--- src/sv/cee_pkg.sv ---
// Shared types, constants and helper functions for the calorimeter entry
// extrapolation unit. No dependencies; every other file imports this package.
`default_nettype none

package cee_pkg;

  localparam int COORD_W   = 21;
  localparam int MOM_W     = 24;
  localparam int CFG_W     = 20;
  localparam int CFG_IDX_W = 1;
  localparam int STAT_W    = 3;
  localparam int HIT_W     = 24;

  localparam logic [CFG_IDX_W-1:0] CFG_ENDCAP_Z = 1'b0;
  localparam logic [CFG_IDX_W-1:0] CFG_BARREL_R = 1'b1;

  localparam logic [CFG_W-1:0] ENDCAP_Z_RST = 20'd156800;
  localparam logic [CFG_W-1:0] BARREL_R_RST = 20'd137600;

  localparam logic [STAT_W-1:0] ST_OK      = 3'd0;
  localparam logic [STAT_W-1:0] ST_PZ0     = 3'd1;
  localparam logic [STAT_W-1:0] ST_BEYOND  = 3'd2;
  localparam logic [STAT_W-1:0] ST_PT0     = 3'd3;
  localparam logic [STAT_W-1:0] ST_OUTSIDE = 3'd4;

  localparam logic RG_ENDCAP = 1'b0;
  localparam logic RG_BARREL = 1'b1;

  // Divider: numerator, divisor and quotient widths. Quotients at or above
  // 2^DIV_QW are detected up front and clamp to the offset limit.
  localparam int DIV_NW  = 88;
  localparam int DIV_DW  = 64;
  localparam int DIV_QW  = 23;
  localparam int DIV_LAT = DIV_QW + 2;
  localparam logic [DIV_QW-1:0] MAG_LIMIT = 23'h400000;

  // Square root of D * 2^32, D below 2^90.
  localparam int D_W    = 90;
  localparam int SQ_W   = 61;
  localparam int SQ_LAT = SQ_W + 1;
  localparam int M_W    = 62;

  localparam int QDEPTH = 4;
  localparam int QPTR_W = 2;

  localparam logic signed [HIT_W-1:0] HIT_MAXC = 24'sd1048575;
  localparam logic signed [HIT_W-1:0] HIT_MINC = -24'sd1048576;

  typedef struct packed {
    logic signed [COORD_W-1:0] rx;
    logic signed [COORD_W-1:0] ry;
    logic signed [COORD_W-1:0] rz;
    logic signed [MOM_W-1:0]   px;
    logic signed [MOM_W-1:0]   py;
    logic signed [MOM_W-1:0]   pz;
    logic signed [COORD_W-1:0] zp;
    logic [21:0]               dzm;
    logic                      negx;
    logic                      negy;
    logic [STAT_W-1:0]         status;
    logic                      region;
    logic signed [HIT_W-1:0]   hx;
    logic signed [HIT_W-1:0]   hy;
    logic [47:0]               a;
    logic signed [45:0]        b;
  } trk_t;

  function automatic logic [20:0] mag21(input logic signed [20:0] v);
    mag21 = v[20] ? 21'(-v) : 21'(v);
  endfunction

  function automatic logic [23:0] mag24(input logic signed [23:0] v);
    mag24 = v[23] ? 24'(-v) : 24'(v);
  endfunction

  function automatic logic [45:0] mag46(input logic signed [45:0] v);
    mag46 = v[45] ? 46'(-v) : 46'(v);
  endfunction

  function automatic logic signed [HIT_W-1:0] offs(input logic signed [COORD_W-1:0] base,
                                                   input logic neg,
                                                   input logic [DIV_QW-1:0] q);
    logic signed [HIT_W-1:0] bb;
    logic signed [HIT_W-1:0] mm;
    bb = HIT_W'(base);
    mm = $signed({1'b0, q});
    offs = neg ? bb - mm : bb + mm;
  endfunction

  function automatic logic signed [COORD_W-1:0] sat_coord(input logic signed [HIT_W-1:0] v);
    if (v > HIT_MAXC) begin
      sat_coord = HIT_MAXC[COORD_W-1:0];
    end else if (v < HIT_MINC) begin
      sat_coord = HIT_MINC[COORD_W-1:0];
    end else begin
      sat_coord = v[COORD_W-1:0];
    end
  endfunction

endpackage

`default_nettype wire

--- src/sv/cee_queue.sv ---
// Short FIFO of classified tracks between the front and back ends.
// Depends on cee_pkg.
`default_nettype none

module cee_queue import cee_pkg::*; (
  input  logic clk,
  input  logic rst,
  input  logic push,
  input  trk_t din,
  input  logic pop,
  output trk_t dout,
  output logic full,
  output logic empty
);

  trk_t              mem [QDEPTH];
  logic [QPTR_W-1:0] wp;
  logic [QPTR_W-1:0] rp;
  logic [QPTR_W:0]   cnt;

  assign full  = cnt == (QPTR_W+1)'(QDEPTH);
  assign empty = cnt == '0;
  assign dout  = mem[rp];

  always_ff @(posedge clk) begin
    if (rst) begin
      wp  <= '0;
      rp  <= '0;
      cnt <= '0;
    end else begin
      if (push) begin
        wp <= wp + 1'b1;
      end
      if (pop) begin
        rp <= rp + 1'b1;
      end
      cnt <= cnt + (QPTR_W+1)'(push) - (QPTR_W+1)'(pop);
    end
  end

  always_ff @(posedge clk) begin
    if (push) begin
      mem[wp] <= din;
    end
  end

endmodule

`default_nettype wire

--- config.mk ---
export PLATFORM = sky130hd
export DESIGN_NAME = cee_queue
export DESIGN_NICKNAME = d
export VERILOG_FILES = /design/src/sv/cee_pkg.sv /design/src/sv/cee_queue.sv
export SDC_FILE = /design/constraint.sdc
export NUM_CORES = 1
export LEC_CHECK = 0
export ABC_CLOCK_PERIOD_IN_PS = 18110
export BUFFER_PORTS_ARGS = -buffer_cell sky130_fd_sc_hd__buf_2
export CAP_MARGIN = 25
export CORE_MARGIN = 2
export CORE_UTILIZATION = 40
export DETAILED_ROUTE_END_ITERATION = 10
export HOLD_SLACK_MARGIN = 0.1
export PLACE_DENSITY = 0.62
export RECOVER_POWER = 25
export SETUP_SLACK_MARGIN = 0.5
export SYNTH_ARGS = -nofsm -noshare
export SYNTH_HDL_FRONTEND = slang
export SYNTH_SLANG_ARGS = --single-unit
--- constraint.sdc ---
create_clock -name clk -period 18.11 [get_ports clk]
set_input_delay 3.622 -clock clk [delete_from_list [all_inputs] [get_ports clk]]
set_output_delay 3.622 -clock clk [all_outputs]
set_load 0.1 [all_outputs]
-- Word level (Yosys, flattened, before mapping)
Memory sizes are Yosys's and may differ from the RTL's. A register that Yosys moved wholly into a read port is not among the register bits.
Cells that the tools add are included.
- reduce and logical (&&, ||, !) cells: 1
- muxes and demuxes: 4
- $add $sub $neg: 4
- eq/ne operators: 1
- operator list (operator ; number):
    adder 2 x 1 -> 2 bit (second input constant) ; 2
    2-to-1 mux 2 bit ; 2
    adder 3 x 1 -> 3 bit ; 1
    == test 3 bit (second input constant) ; 1
    logical NOT 3 bit ; 1
    subtractor 3 x 1 -> 3 bit ; 1
    2-to-1 mux 1 bit ; 2
- RAM bits: 1304
- bits of input ports: 330
- output and inout port bits: 328
- register bits: 7
- memories: 1
- logic and storage cells: 14
- memories (name ; depth ; width ; read ports ; clocked after memory_dff ; wr ports ; RTL line ; text):
    mem ; 4 ; 326 ; 1 ; 1 ; 1 ; cee_queue.sv:16 ; trk_t mem [QDEPTH];

-- Depth between registers and ports, before layout
- depth in word-level cells: 3
- mapped depth: 7
- depth with buffers taken out: 7

-- Worst setup path before layout
OpenSTA, ideal clock, no wires.
- path kind: input to register
- start: input port push
- end: memory mem[0][0] in the netlist's numbering (enable)
- required time: 17382 ps
- data arrival time: 10968 ps
- stages on the path: 1
- setup time: 728 ps
- buffers on the path: 0
- path slack: 6414 ps
- cells stage by stage: and2_1
- longest elaborated chain between the ends: 2
- RTL lines (what ; RTL line ; text):
    from (decl) ; cee_queue.sv:8 ; input logic push,
    2-to-1 mux 1 bit ; cee_queue.sv:42 ; if (push) begin
    2-to-1 mux 1 bit (not written as such) ; cee_queue.sv:43 ; mem[wp] <= din;
    to (decl) ; cee_queue.sv:16 ;
No other way between the ends.

==> flow_results.org <==
** Clock network
- Cts hold-fix bufs :: 0
- Buffer cell driving the clock tree root :: clkbuf_16
- Number of clock sinks seen by CTS :: between 1000 and 1500
- After clock tree synthesis, the repair step resized 0 gates.
- Worst-case clock buffer depth :: 3
- Skew-Pair Late Insertion Delay :: 0.74 ns
- Post-CTS timing repair inserted 0 buffers for setup.
- In this run the number of H-tree levels came out at 4.
- The number of clock buffers added by TritonCTS is 138.
- Reg clk slew, reported paths :: 0.06 ns
- TritonCTS built the clock tree.

** Setup path
- The cell that appears most often on the critical path is buf_4.
- Buffers & Inverters on Critical Path :: 4
- Critical path's top delay family :: buffers and inverters
- Worst path cell trace :: buf_4 > buf_4 > buf_4 > mux4_2 > buf_2
- The slowest stage of the critical path is the dfxtp_4 cell.
- Maximum fanout encountered on the critical timing path :: 47
- At the worst endpoint, the arrival time is 5.15 ns.
- The largest single stage delay on the critical path is ~0.85 ns.
- The critical path in this run is classified as reg2out.
- STA classifies the critical path endpoint as an output pin.
- Reg2reg start :: wp[0]
- STA puts the critical path data required time at 14.49 ns.
- Startpoint types :: flop

** Synthesis
- Synthesized netlist net count :: 2081
- In this run the cell area of the synthesized design comes to 47400 um^2.
- Dominant combinational cell family by area after synthesis :: multiplexers
- Count of flip-flops with a built-in enable after synthesis :: roughly 1300
- Sequential fraction of the synthesis area :: 0.830
- Number of synthesis warnings :: 0
- Cells after synthesis :: 1744
- Simple-gate area share of the yosys netlist :: 0.00158
- The compound-cell area share of the yosys netlist was 0.000317.
- Count of distinct cell types in the synthesized netlist :: 22
- Post-synthesis share of cell area spent on full adders, half adders and majority gates :: 0.00201
- In this run, synthesis produced a sequential element count of 1313.
- Xor-xnor portion of the synthesized cell area :: 0.000871
- Share of cell area taken by muxes after synthesis :: 0.155
- In the synthesized netlist the async set-or-reset flop fraction comes to 0.
- The most used flip-flop cell after synthesis is edfxtp_1.
- Post-Syn Area per Cell :: 27.2 um^2

** Outcome
- Result of the run :: finished clean

** Power and ir drop
- Leak pwr :: ~18 nW
- Largest vdd supply drop :: a little under 0.1 mV
- P per Cell Area :: 134 nW/um^2
- The design draws approximately 7.6 mW.

** Drt
- After the first detailed-routing iteration, the DRC count stood at 1545.
- Drt via density :: 5.14
- Summed over all nets, wire length on met3 after detailed routing comes to 8590 um.
- Routed length on met1 :: 36500 um
- After detailed routing, the average wire length per cell comes to approximately 24 um.
- Total wirelength of the detailed-routed design :: 98400 um
- Top Metal Used :: met5
- In the routed design, unresolved DRC markers number 0.
- The first detailed-routing pass took 5 iterations.
- DR WL met2 :: 50200 um
- Via count :: 21400
- ANT nets after route :: 0

** Die
- Core region area :: 118000 um^2
- Starting density of the core :: 0.403
- For this design the top-level I/O count stands at 658.
- The die is 348 um tall.
- Cell Rows :: 126
- The die is between 300 and 400 um wide.
- The floorplan step defined a die boundary enclosing around 120000 um^2.

** Hold path
- Min-Delay Path Class :: reg2reg
- Startpoint of the most critical hold path :: rp[0]

** STA
- Final critical delay including setup and external delays :: just under 9 ns
- Number of max-slew violations in the final report :: 0
- Across the routed clock network, the largest skew measured is 0.0149 ns.
- For the final routed database, the setup TNS stands at 0 ns.
- Setup repair after global routing missed its margin :: no
- In this run the tightest slew margin relative to its limit is 0.248.
- Max Clk Rate :: 114 MHz
- Final setup vio count :: 0
- The number of endpoints with negative hold slack in the final report is 0.
- Actual slew at the worst max-slew pin :: between 1 and 1.5 ns
- In the finished design, the share of the clock period the worst path needs comes to 0.484.

** GRT
- Entering global routing, the biggest net connects 142 pins.
- First-pass GRT wire length :: 145000 um
- The number of antenna violations at the first check in global routing came to 36.
- The total overflow left after global routing is 0.
- In the global route stage, overall resource usage came out at 0.161.
- Number of global-route vias before repair :: 22800

** Cells and area
- Number of standard cells in the layout, taps in and fillers out :: 4160
- In the final layout, the share of cells above drive strength 1 is 0.378.
- Syn-to-layout area delta :: 19.3%
- Net count, final :: 2836

** Run
- Max-cap violations in this run came to 0.

** Placement
- Placer Congestion :: 0.770
- Detailed-placement wirelength estimate :: 61500 um
- Placed cell count :: approximately 3900
- Number of buffer cells added on primary ports :: 657
## report_power, final
part	internal (mW)	switching, mW	total [mW]
Combinational	0.262	1.10	1.36
Sequential	3.50	0.0369	3.53
Clock	1.56	1.13	2.69
Total	5.31	2.26	7.58
## kinds of logic (layout without fill, tap and decap cells)
family / after synthesis / in the layout
buffers and inverters: 78 / 944
other: 0 / 14
adder cells (fa/ha/maj): 7 / 7
AND/OR/NAND/NOR: 14 / 14
multiplexers: 327 / 327
flip-flops: 1313 / 1313
AO/OA/AOI/OAI: 2 / 2
XOR/XNOR: 3 / 3
## worst reg2reg max path, stage by stage (launching register included)
cell and delay, ns:
dfxtp_1 0.35, inv_1 0.10, ha_1 0.16, and2_4 0.64, buf_4 0.85, buf_4 0.83, buf_4 0.81
## layout by cell type (no fill, tap or decap), drive strengths merged, types with 2 or more instances in the layout
master       n
diode       14
mux4       326
dfxtp        9
clkinvlp     6
xnor2        2
clkbuf     396
clkinv      46
inv         18
ha           6
nor2         5
bufinv       9
nor2b        2
and2         4
edfxtp    1304
buf        469
## cell type report
| class | instances | area [um^2] |
|---|---|---|
| fillers | 9541 | 61200 |
| flip-flops and latches | 1313 | 39300 |
| multi-input cells | 353 | 7590 |
| clock buffers | 178 | 3620 |
| repair buffers | 687 | 3310 |
| well taps | 1536 | 1920 |
| clock inverters | 73 | 713 |
| diodes | 14 | 35.0 |
| inverters | 6 | 22.5 |
## cell usage after synthesis, types with 2 or more instances
| master | count | share of area |
|---|---|---|
| xnor2_1 | 2 | 0.00037 |
| buf_4 | 9 | 0.0014 |
| and2_1 | 4 | 0.00053 |
| ha_1 | 6 | 0.0016 |
| dfxtp_1 | 9 | 0.0038 |
| buf_6 | 16 | 0.0038 |
| clkbuf_1 | 7 | 0.00055 |
| edfxtp_1 | 1304 | 0.83 |
| buf_1 | 3 | 0.00024 |
| inv_1 | 6 | 0.00048 |
| nor2_1 | 5 | 0.00040 |
| buf_2 | 37 | 0.0039 |
| mux4_2 | 326 | 0.15 |
| nor2b_1 | 2 | 0.00026 |
## stage by stage
stage / setup slack [ns] / instance area [um^2] / utilization / hold WS (ns)
after floorplan: 6.41 / 47400 / - / 0.492
after global placement: 9.89 / 52400 / 0.445 / 0.509
after detailed placement: 9.82 / 52400 / 0.445 / 0.516
after global routing: 8.71 / 56500 / 0.480 / 0.559
final: 9.34 / 56600 / 0.480 / 0.524
after CTS: 9.01 / 56800 / 0.482 / 0.523
## path summary, 6_finish.rpt
| path | end | slack (ns) | cells after the start |
|---|---|---|---|
| max | dout[169] | 9.34 | 5 |
| min | flop | 0.52 | 2 |
| max reg2reg | mem[0][251] | 13.89 | 6 |
| min reg2reg | flop | 0.52 | 2 |
## routing by layer
| metal | GRT usage | up-vias |
|---|---|---|
| met3 | 0.0642 | 218 |
| met5 | 0 | - |
| met1 | 0.188 | 11200 |
| li1 | - | 9166 |
| met4 | 0.0642 | 40 |
| met2 | 0.266 | 710 |
## state kept, by name, summed over array words and instances (netlist names), named ones only
name  cells
cnt       3
mem    1304
rp        2
wp        2
(Power assumes the default switching activity.)
