`src/sv/cee_pkg.sv`:
```
// Shared types, constants and helper functions for the calorimeter entry
// extrapolation unit. No dependencies; every other file imports this package.
`default_nettype none

package cee_pkg;

  localparam int COORD_W   = 21;
  localparam int MOM_W     = 24;
  localparam int CFG_W     = 20;
  localparam int CFG_IDX_W = 1;
  localparam int STAT_W    = 3;
  localparam int HIT_W     = 24;

  localparam logic [CFG_IDX_W-1:0] CFG_ENDCAP_Z = 1'b0;
  localparam logic [CFG_IDX_W-1:0] CFG_BARREL_R = 1'b1;

  localparam logic [CFG_W-1:0] ENDCAP_Z_RST = 20'd156800;
  localparam logic [CFG_W-1:0] BARREL_R_RST = 20'd137600;

  localparam logic [STAT_W-1:0] ST_OK      = 3'd0;
  localparam logic [STAT_W-1:0] ST_PZ0     = 3'd1;
  localparam logic [STAT_W-1:0] ST_BEYOND  = 3'd2;
  localparam logic [STAT_W-1:0] ST_PT0     = 3'd3;
  localparam logic [STAT_W-1:0] ST_OUTSIDE = 3'd4;

  localparam logic RG_ENDCAP = 1'b0;
  localparam logic RG_BARREL = 1'b1;

  // Divider: numerator, divisor and quotient widths. Quotients at or above
  // 2^DIV_QW are detected up front and clamp to the offset limit.
  localparam int DIV_NW  = 88;
  localparam int DIV_DW  = 64;
  localparam int DIV_QW  = 23;
  localparam int DIV_LAT = DIV_QW + 2;
  localparam logic [DIV_QW-1:0] MAG_LIMIT = 23'h400000;

  // Square root of D * 2^32, D below 2^90.
  localparam int D_W    = 90;
  localparam int SQ_W   = 61;
  localparam int SQ_LAT = SQ_W + 1;
  localparam int M_W    = 62;

  localparam int QDEPTH = 4;
  localparam int QPTR_W = 2;

  localparam logic signed [HIT_W-1:0] HIT_MAXC = 24'sd1048575;
  localparam logic signed [HIT_W-1:0] HIT_MINC = -24'sd1048576;

  typedef struct packed {
    logic signed [COORD_W-1:0] rx;
    logic signed [COORD_W-1:0] ry;
    logic signed [COORD_W-1:0] rz;
    logic signed [MOM_W-1:0]   px;
    logic signed [MOM_W-1:0]   py;
    logic signed [MOM_W-1:0]   pz;
    logic signed [COORD_W-1:0] zp;
    logic [21:0]               dzm;
    logic                      negx;
    logic                      negy;
    logic [STAT_W-1:0]         status;
    logic                      region;
    logic signed [HIT_W-1:0]   hx;
    logic signed [HIT_W-1:0]   hy;
    logic [47:0]               a;
    logic signed [45:0]        b;
  } trk_t;

  function automatic logic [20:0] mag21(input logic signed [20:0] v);
    mag21 = v[20] ? 21'(-v) : 21'(v);
  endfunction

  function automatic logic [23:0] mag24(input logic signed [23:0] v);
    mag24 = v[23] ? 24'(-v) : 24'(v);
  endfunction

  function automatic logic [45:0] mag46(input logic signed [45:0] v);
    mag46 = v[45] ? 46'(-v) : 46'(v);
  endfunction

  function automatic logic signed [HIT_W-1:0] offs(input logic signed [COORD_W-1:0] base,
                                                   input logic neg,
                                                   input logic [DIV_QW-1:0] q);
    logic signed [HIT_W-1:0] bb;
    logic signed [HIT_W-1:0] mm;
    bb = HIT_W'(base);
    mm = $signed({1'b0, q});
    offs = neg ? bb - mm : bb + mm;
  endfunction

  function automatic logic signed [COORD_W-1:0] sat_coord(input logic signed [HIT_W-1:0] v);
    if (v > HIT_MAXC) begin
      sat_coord = HIT_MAXC[COORD_W-1:0];
    end else if (v < HIT_MINC) begin
      sat_coord = HIT_MINC[COORD_W-1:0];
    end else begin
      sat_coord = v[COORD_W-1:0];
    end
  endfunction

endpackage

`default_nettype wire

```
`src/sv/cee_front.sv`:
```
// Front end: takes input beats, classifies the track (status, endcap side,
// path direction) and hands it to the queue. Depends on cee_pkg.
`default_nettype none

module cee_front import cee_pkg::*; (
  input  logic                      clk,
  input  logic                      rst,
  input  logic                      in_valid,
  output logic                      in_stall,
  input  logic signed [COORD_W-1:0] ref_x,
  input  logic signed [COORD_W-1:0] ref_y,
  input  logic signed [COORD_W-1:0] ref_z,
  input  logic signed [MOM_W-1:0]   mom_x,
  input  logic signed [MOM_W-1:0]   mom_y,
  input  logic signed [MOM_W-1:0]   mom_z,
  input  logic [CFG_W-1:0]          endcap_z,
  input  logic                      q_full,
  output logic                      push,
  output trk_t                      item
);

  logic                      fv;
  trk_t                      fitem;
  trk_t                      cls;
  logic signed [COORD_W-1:0] zc;
  logic signed [COORD_W-1:0] zp;
  logic signed [21:0]        dz;
  logic                      sgn;

  always_comb begin
    zc  = $signed({1'b0, endcap_z});
    zp  = (!mom_z[MOM_W-1] && mom_z != '0) ? zc : -zc;
    dz  = 22'(zp) - 22'(ref_z);
    sgn = dz[21] != mom_z[MOM_W-1];

    cls        = '0;
    cls.rx     = ref_x;
    cls.ry     = ref_y;
    cls.rz     = ref_z;
    cls.px     = mom_x;
    cls.py     = mom_y;
    cls.pz     = mom_z;
    cls.zp     = zp;
    cls.dzm    = dz[21] ? 22'(-dz) : 22'(dz);
    cls.negx   = sgn != mom_x[MOM_W-1];
    cls.negy   = sgn != mom_y[MOM_W-1];
    cls.region = RG_ENDCAP;
    if (mom_z == '0) begin
      cls.status = ST_PZ0;
    end else if (mag21(ref_z) > {1'b0, endcap_z}) begin
      cls.status = ST_BEYOND;
    end else begin
      cls.status = ST_OK;
    end
  end

  assign in_stall = fv && q_full;
  assign push     = fv && !q_full;
  assign item     = fitem;

  always_ff @(posedge clk) begin
    if (rst) begin
      fv <= 1'b0;
    end else if (!in_stall) begin
      fv <= in_valid;
    end
  end

  always_ff @(posedge clk) begin
    if (!in_stall && in_valid) begin
      fitem <= cls;
    end
  end

endmodule

`default_nettype wire

```
`config.mk`:
```
export PLATFORM = sky130hd
export DESIGN_NAME = cee_front
export DESIGN_NICKNAME = d
export VERILOG_FILES = /design/src/sv/cee_pkg.sv /design/src/sv/cee_front.sv
export SDC_FILE = /design/constraint.sdc
export NUM_CORES = 1
export LEC_CHECK = 0
export ABC_CLOCK_PERIOD_IN_PS = 10800
export BUFFER_PORTS_ARGS = -buffer_cell sky130_fd_sc_hd__buf_2
export CAP_MARGIN = 25
export CELL_PAD_IN_SITES_DETAIL_PLACEMENT = 0
export CELL_PAD_IN_SITES_GLOBAL_PLACEMENT = 1
export CORE_MARGIN = 10
export CORE_UTILIZATION = 32
export CTS_CLUSTER_SIZE = 30
export DETAILED_ROUTE_END_ITERATION = 10
export MAX_ROUTING_LAYER = met4
export PLACE_DENSITY = 0.84
export SETUP_SLACK_MARGIN = 0.4
export SLEW_MARGIN = 20
export SYNTH_ARGS = -nofsm -noshare
export SYNTH_HDL_FRONTEND = slang
export SYNTH_SLANG_ARGS = --single-unit
```
`constraint.sdc`:
```
create_clock -name clk -period 10.8 [get_ports clk]
set_input_delay 2.16 -clock clk [delete_from_list [all_inputs] [get_ports clk]]
set_output_delay 2.16 -clock clk [all_outputs]
set_load 0.05 [all_outputs]
```
# After elaboration in Yosys (flattened, before gate mapping)
# Cells that the tools add are included.
[totals] reg_bits=184 in_bits=159 out_inout_bits=328 word_cells=34
[op_classes] n_addsub=4 order_cmp=1 n_eq_ne=3 n_mux=4 reduce_logical=9
[op_table] op="two-way mux 21 bit" count=3
[op_table] op="zero test 24 bit" count=1
[op_table] op="nonzero test 24 bit" count=1
[op_table] op="negation 22 bit" count=1
[op_table] op="subtractor 21 x 21 -> 22 bit" count=1
[op_table] op="> comparator 21 x 20 -> 1 bit" count=1
[op_table] op="negation 20 -> 21 bit" count=1
[op_table] op="negation 21 bit" count=1
[op_table] op="logical AND 1 bit" count=4
[op_table] op="zero test 1 bit" count=3
[op_table] op="!= test 1 bit" count=3
[op_table] op="two-way mux 2 bit" count=1

# Longest topological paths before layout
[logic_depth] ltp_word=6 depth_mapped=18 depth_no_buf=16

# Worst setup path after synthesis
# OpenSTA, ideal clock, no wires.
[synth_timing] path_kind="in2reg" startpoint="input q_full" endpoint="register fitem, in the netlist item[143] (enable)" setup_time_ps=744 arrival_ps=10512 required_ps=10056 slack_ps=-456 cell_stages=2 path_buffers=0 cell_sequence="and2_1 -> nor2b_1"
[synth_between] elab_chain_cells=3
[synth_lines] item="start, declared" line_no="cee_front.sv:17" text="input logic q_full,"
[synth_lines] item="logical AND 1 bit" line_no="cee_front.sv:57" text="assign in_stall = fv && q_full;"
[synth_lines] item="zero test 1 bit" line_no="cee_front.sv:70" text="if (!in_stall && in_valid) begin"
[synth_lines] item="logical AND 1 bit" line_no="cee_front.sv:70"
[synth_lines] item="end signal, assigned" line_no="cee_front.sv:71" text="fitem <= cls;"
[synth_lines] item="end, declared" line_no="cee_front.sv:23" text="trk_t fitem;"
# No other way between the ends.
# A chain may end at the register's enable or synchronous reset.

==> reports/summary.md <==
The run finished with clean final reports. The completed layout was analyzed and its total power is 0.00223 W. The critical register-to-register path startpoint was fv$_SDFFE_PP0N_. The clock passes through at most 2 buffers. TritonCTS built the clock tree. Once the clock tree was built, the resizer swapped 0 gates to a different size.

In this run, distinct cell masters in the synthesized netlist total 69. Cell with the biggest individual delay on the critical path: nor4_1. Fraction of registers with async set/reset: 0. The data arrival at the endpoint of the critical path was 6.73 ns; the overall routing resource usage was 0.170.

The fraction of the yosys area taken by sequential cells was 0.558; the number of cells on the worst hold path was 3. The sequential cell area in the final layout is 5490 µm². For the cell area after synthesis, the log shows 9830 µm².

The final core area utilization is 0.398. The largest area contributor in the netlist is edfxtp_1. The layout has 2986 filler cells.

Die area: 38100 µm². Setup total negative slack on the finished layout was measured at 0 ns. The class of the worst hold path was reg -> reg. At the pin with the least slew margin, the transition time is 0.905 ns. The smallest clock period supported by the final layout is computed as 6.55 ns. After floorplanning, the core was divided into 64 placement rows. Once detailed placement completed, the half-perimeter wirelength came to 27600 µm.

The library cell used most frequently in the layout, excluding fill and tap cells, is buf_2. The timing-limited maximum frequency was 153 MHz; the sum of overflow across all layers after global routing was 0. The worst setup path is captured at a flip-flop. In the routed design, unresolved DRC markers number 0. The run gives 10.98 ns as the required time at the endpoint of the critical path.

The class of the most critical setup path is in -> reg. In this design, the critical path's most frequently occurring cell is o211ai_1. The wire length of the first global-routing pass is 47100 µm, and the power density normalized to cell area is 184 nW/µm².

The finished cells cover 12100 µm². The final period utilization was 0.607; the fraction of synthesized cell area taken by the top area cell type was 0.556. The run gives 4 as the H-tree depth.

The tools report the starting density of the core as 0.323. The via count of the first global-routing pass is 7422, and the overall die height is 195 µm. For the worst-skew pair, the clock arrives at the later sink with an insertion delay of 0.44 ns. The worst relative slew slack came out at 0.397. In the layout the commonest cells are buf_2 (342), edfxtp_1 (182), conb_1 (144). The worst stage delay on the critical path came out at 0.76 ns.

Buffers placed on the I/O ports in this run total 342. Routability-driven placement finished with a final weighted congestion of 0.857. The most common flop cell mapped by yosys was edfxtp_1. After technology mapping, the gate count stands at 798.

Counting cells, the worst reg-to-reg path comes to 4. The run gives 0 as the number of hold-repair buffers added at the cts stage. STA classifies the critical path startpoint as an input port. The number of placed I/O pins is 487, and the x dimension of the die is 195 µm. The worst hold path terminates at fv$_SDFFE_PP0N_. After clock tree synthesis, the clock-pin slew on the worst setup and hold paths is 0.07 ns. The run gives 0.0139 ns as the worst clock skew.

Along the worst path, the maximum fanout reaches 20. The worst IR drop on VDD was 121 µV; the post-synthesis average cell area was 12.3 µm². The number of failing hold endpoints at the final stage came out at 0.

The initial antenna violation count is 13. The routed wire length per instance was 21.2 µm; the wire length reported by the detailed router was 33200 µm. The signal on the critical path passes through buf_2 -> nor4_1 -> nand4_1 -> nor2_1 -> or2_2 -> o21ai_0 -> xnor2_1 -> ha_1 -> nand2_1 -> or3_1 -> o211ai_1 -> o21a_1 -> o211ai_1 -> a41oi_2 -> buf_6 -> mux2_2.

For this run, the number of Yosys warnings is 0. Counting every sink on the clock net gives 183. The number of enable flip-flop cells after synthesis is 182. The multi-input combinational cells in the finished layout cover a total of 3550 µm².

The floorplan step defined a core boundary enclosing 30400 µm². The analysis attributes to cell leakage a power of 5.33 nW. Once placement finished, the instance area stood at 11500 µm². The first detailed-routing pass took 7 iterations.

Ranked by total cell area, the synthesized netlist is headed by edfxtp_1 (56%), buf_4 (11%), ha_1 (5.6%), xnor2_1 (5.0%), inv_1 (2.0%). Pin count of the biggest net entering global routing: 147. The buffers inserted during post-CTS setup optimization is 0.

The tools report the count of final max-slew check failures as 0. After synthesis the netlist holds a flip-flop and latch count of 183. The mean number of vias per cell is 4.56, and the vias after detailed routing is 7126. The detail route stage leaves a number of antenna-violating nets equal to 0. Setup violations remaining at the end of the flow were counted as 0. The launch instance of the worst min-delay path is fv$_SDFFE_PP0N_. The area added between synthesis and finish was 23.2%. The share of post-route cells with drive strength above 1 was 0.344. The worst register-to-register path ends at item[162]$_DFFE_PP_. The tree is rooted in a clkbuf_16. Max-cap violations in this run came to 0.

TritonCTS created 17 clock buffers. Setup repair after global routing left no endpoint under its margin. The number of nets in the layout was 1353; the slack of the worst reg-to-reg path was 8.53 ns. For the initial detailed-routing violation count, the log shows 432.
==> worst max-delay path by stage <==
stage | slack [ns] | start | cells past startpoint | endpoint
4_1_cts | 3.81 | mom_z[13] | 16 | item[147]$_DFFE_PP_
2_1_floorplan | 3.03 | q_full | 2 | item[143]$_SDFFCE_PP1P_
5_1_grt | 3.88 | mom_z[13] | 16 | item[164]$_DFFE_PP_
3_5_place_dp | 3.35 | mom_z[13] | 16 | item[147]$_DFFE_PP_
3_3_place_gp | 3.49 | mom_z[13] | 16 | item[146]$_DFFE_PP_
6_report | 4.25 | mom_z[13] | 16 | item[149]$_DFFE_PP_
==> power by group <==
part           leakage (nW)  internal [W]  switching (W)
logic                  3.27      0.000169       0.000545
registers              1.77      0.000859      0.0000155
clock network         0.296      0.000334       0.000308
==> area by class of cell <==
| type | instances | area share |
|---|---|---|
| Sequential cell | 183 | 0.453 |
| Multi-Input combinational cell | 550 | 0.293 |
| Timing Repair Buffer | 345 | 0.146 |
| Tap cell | 396 | 0.0409 |
| Clock buffer | 18 | 0.0354 |
| Inverter | 52 | 0.0161 |
| Clock inverter | 14 | 0.0146 |
| Antenna cell | 6 | 0.00124 |
==> sequential cells by signal (all words and copies together) (netlist names) <==
| signal | cells |
|---|---|
| item | 182 |
| fv | 1 |
==> critical path, delay by kind of cell <==
| family | cells | cell delay [ns] |
|---|---|---|
| muxes | 1 | 0.35 |
| adders and majority gates | 1 | 0.49 |
| AOI/OAI and AO/OA | 5 | 1.02 |
| and+or+nand+nor | 6 | 2.17 |
| buffers and inverters | 2 | 0.34 |
| xor gates and xnor gates | 1 | 0.17 |
==> metrics by stage <==
step	instances	hold WS [ns]	setup WS [ns]
floorplan	941	0.836	3.03
global placement	1524	0.644	3.49
detailed placement	1524	0.670	3.35
CTS	1556	0.697	3.81
global route	1564	0.765	3.88
finish	1564	0.691	4.25
==> kinds of logic after synthesis <==
logic type                 count (synthesis)  share of synthesized area
xor gates and xnor gates                  69                     0.0622
other                                      1                   0.000381
AOI/OAI and AO/OA                        128                     0.0969
and+or+nand+nor                          162                     0.0863
muxes                                      2                    0.00216
buffers and inverters                    208                      0.136
adders and majority gates                 45                     0.0580
DFF                                      183                      0.558
==> layer usage <==
metal	vias to the layer above	part of all wire	global-route usage
met5	-	0	-
met2	386	0.52	0.300
met3	48	0.079	0.0492
met4	0	0.024	0.0605
met1	3367	0.38	0.177
li1	3325	-	-
==> Yosys cell counts (3+ instances only) <==
library cell  number
and3_1             5
ha_1              44
o211ai_1           6
nand3_1           11
nand4_1           13
a21boi_0           4
a21o_1            11
a211o_1            3
or2_2              3
o31ai_1           10
xnor2_1           56
nor4_1            13
nand2_1           41
a31oi_1            7
o21ai_0           18
xor2_1            12
nor2b_1            6
edfxtp_1         182
a21oi_1           29
or3_1              6
o21a_1             3
nor3_1             7
nor2_1            34
and2_1             5
buf_4            145
clkbuf_1           4
buf_2              6
a211oi_1           6
inv_1             52
o41ai_1            4
nand2b_1           3
Power figures use the tool's default switching activity.
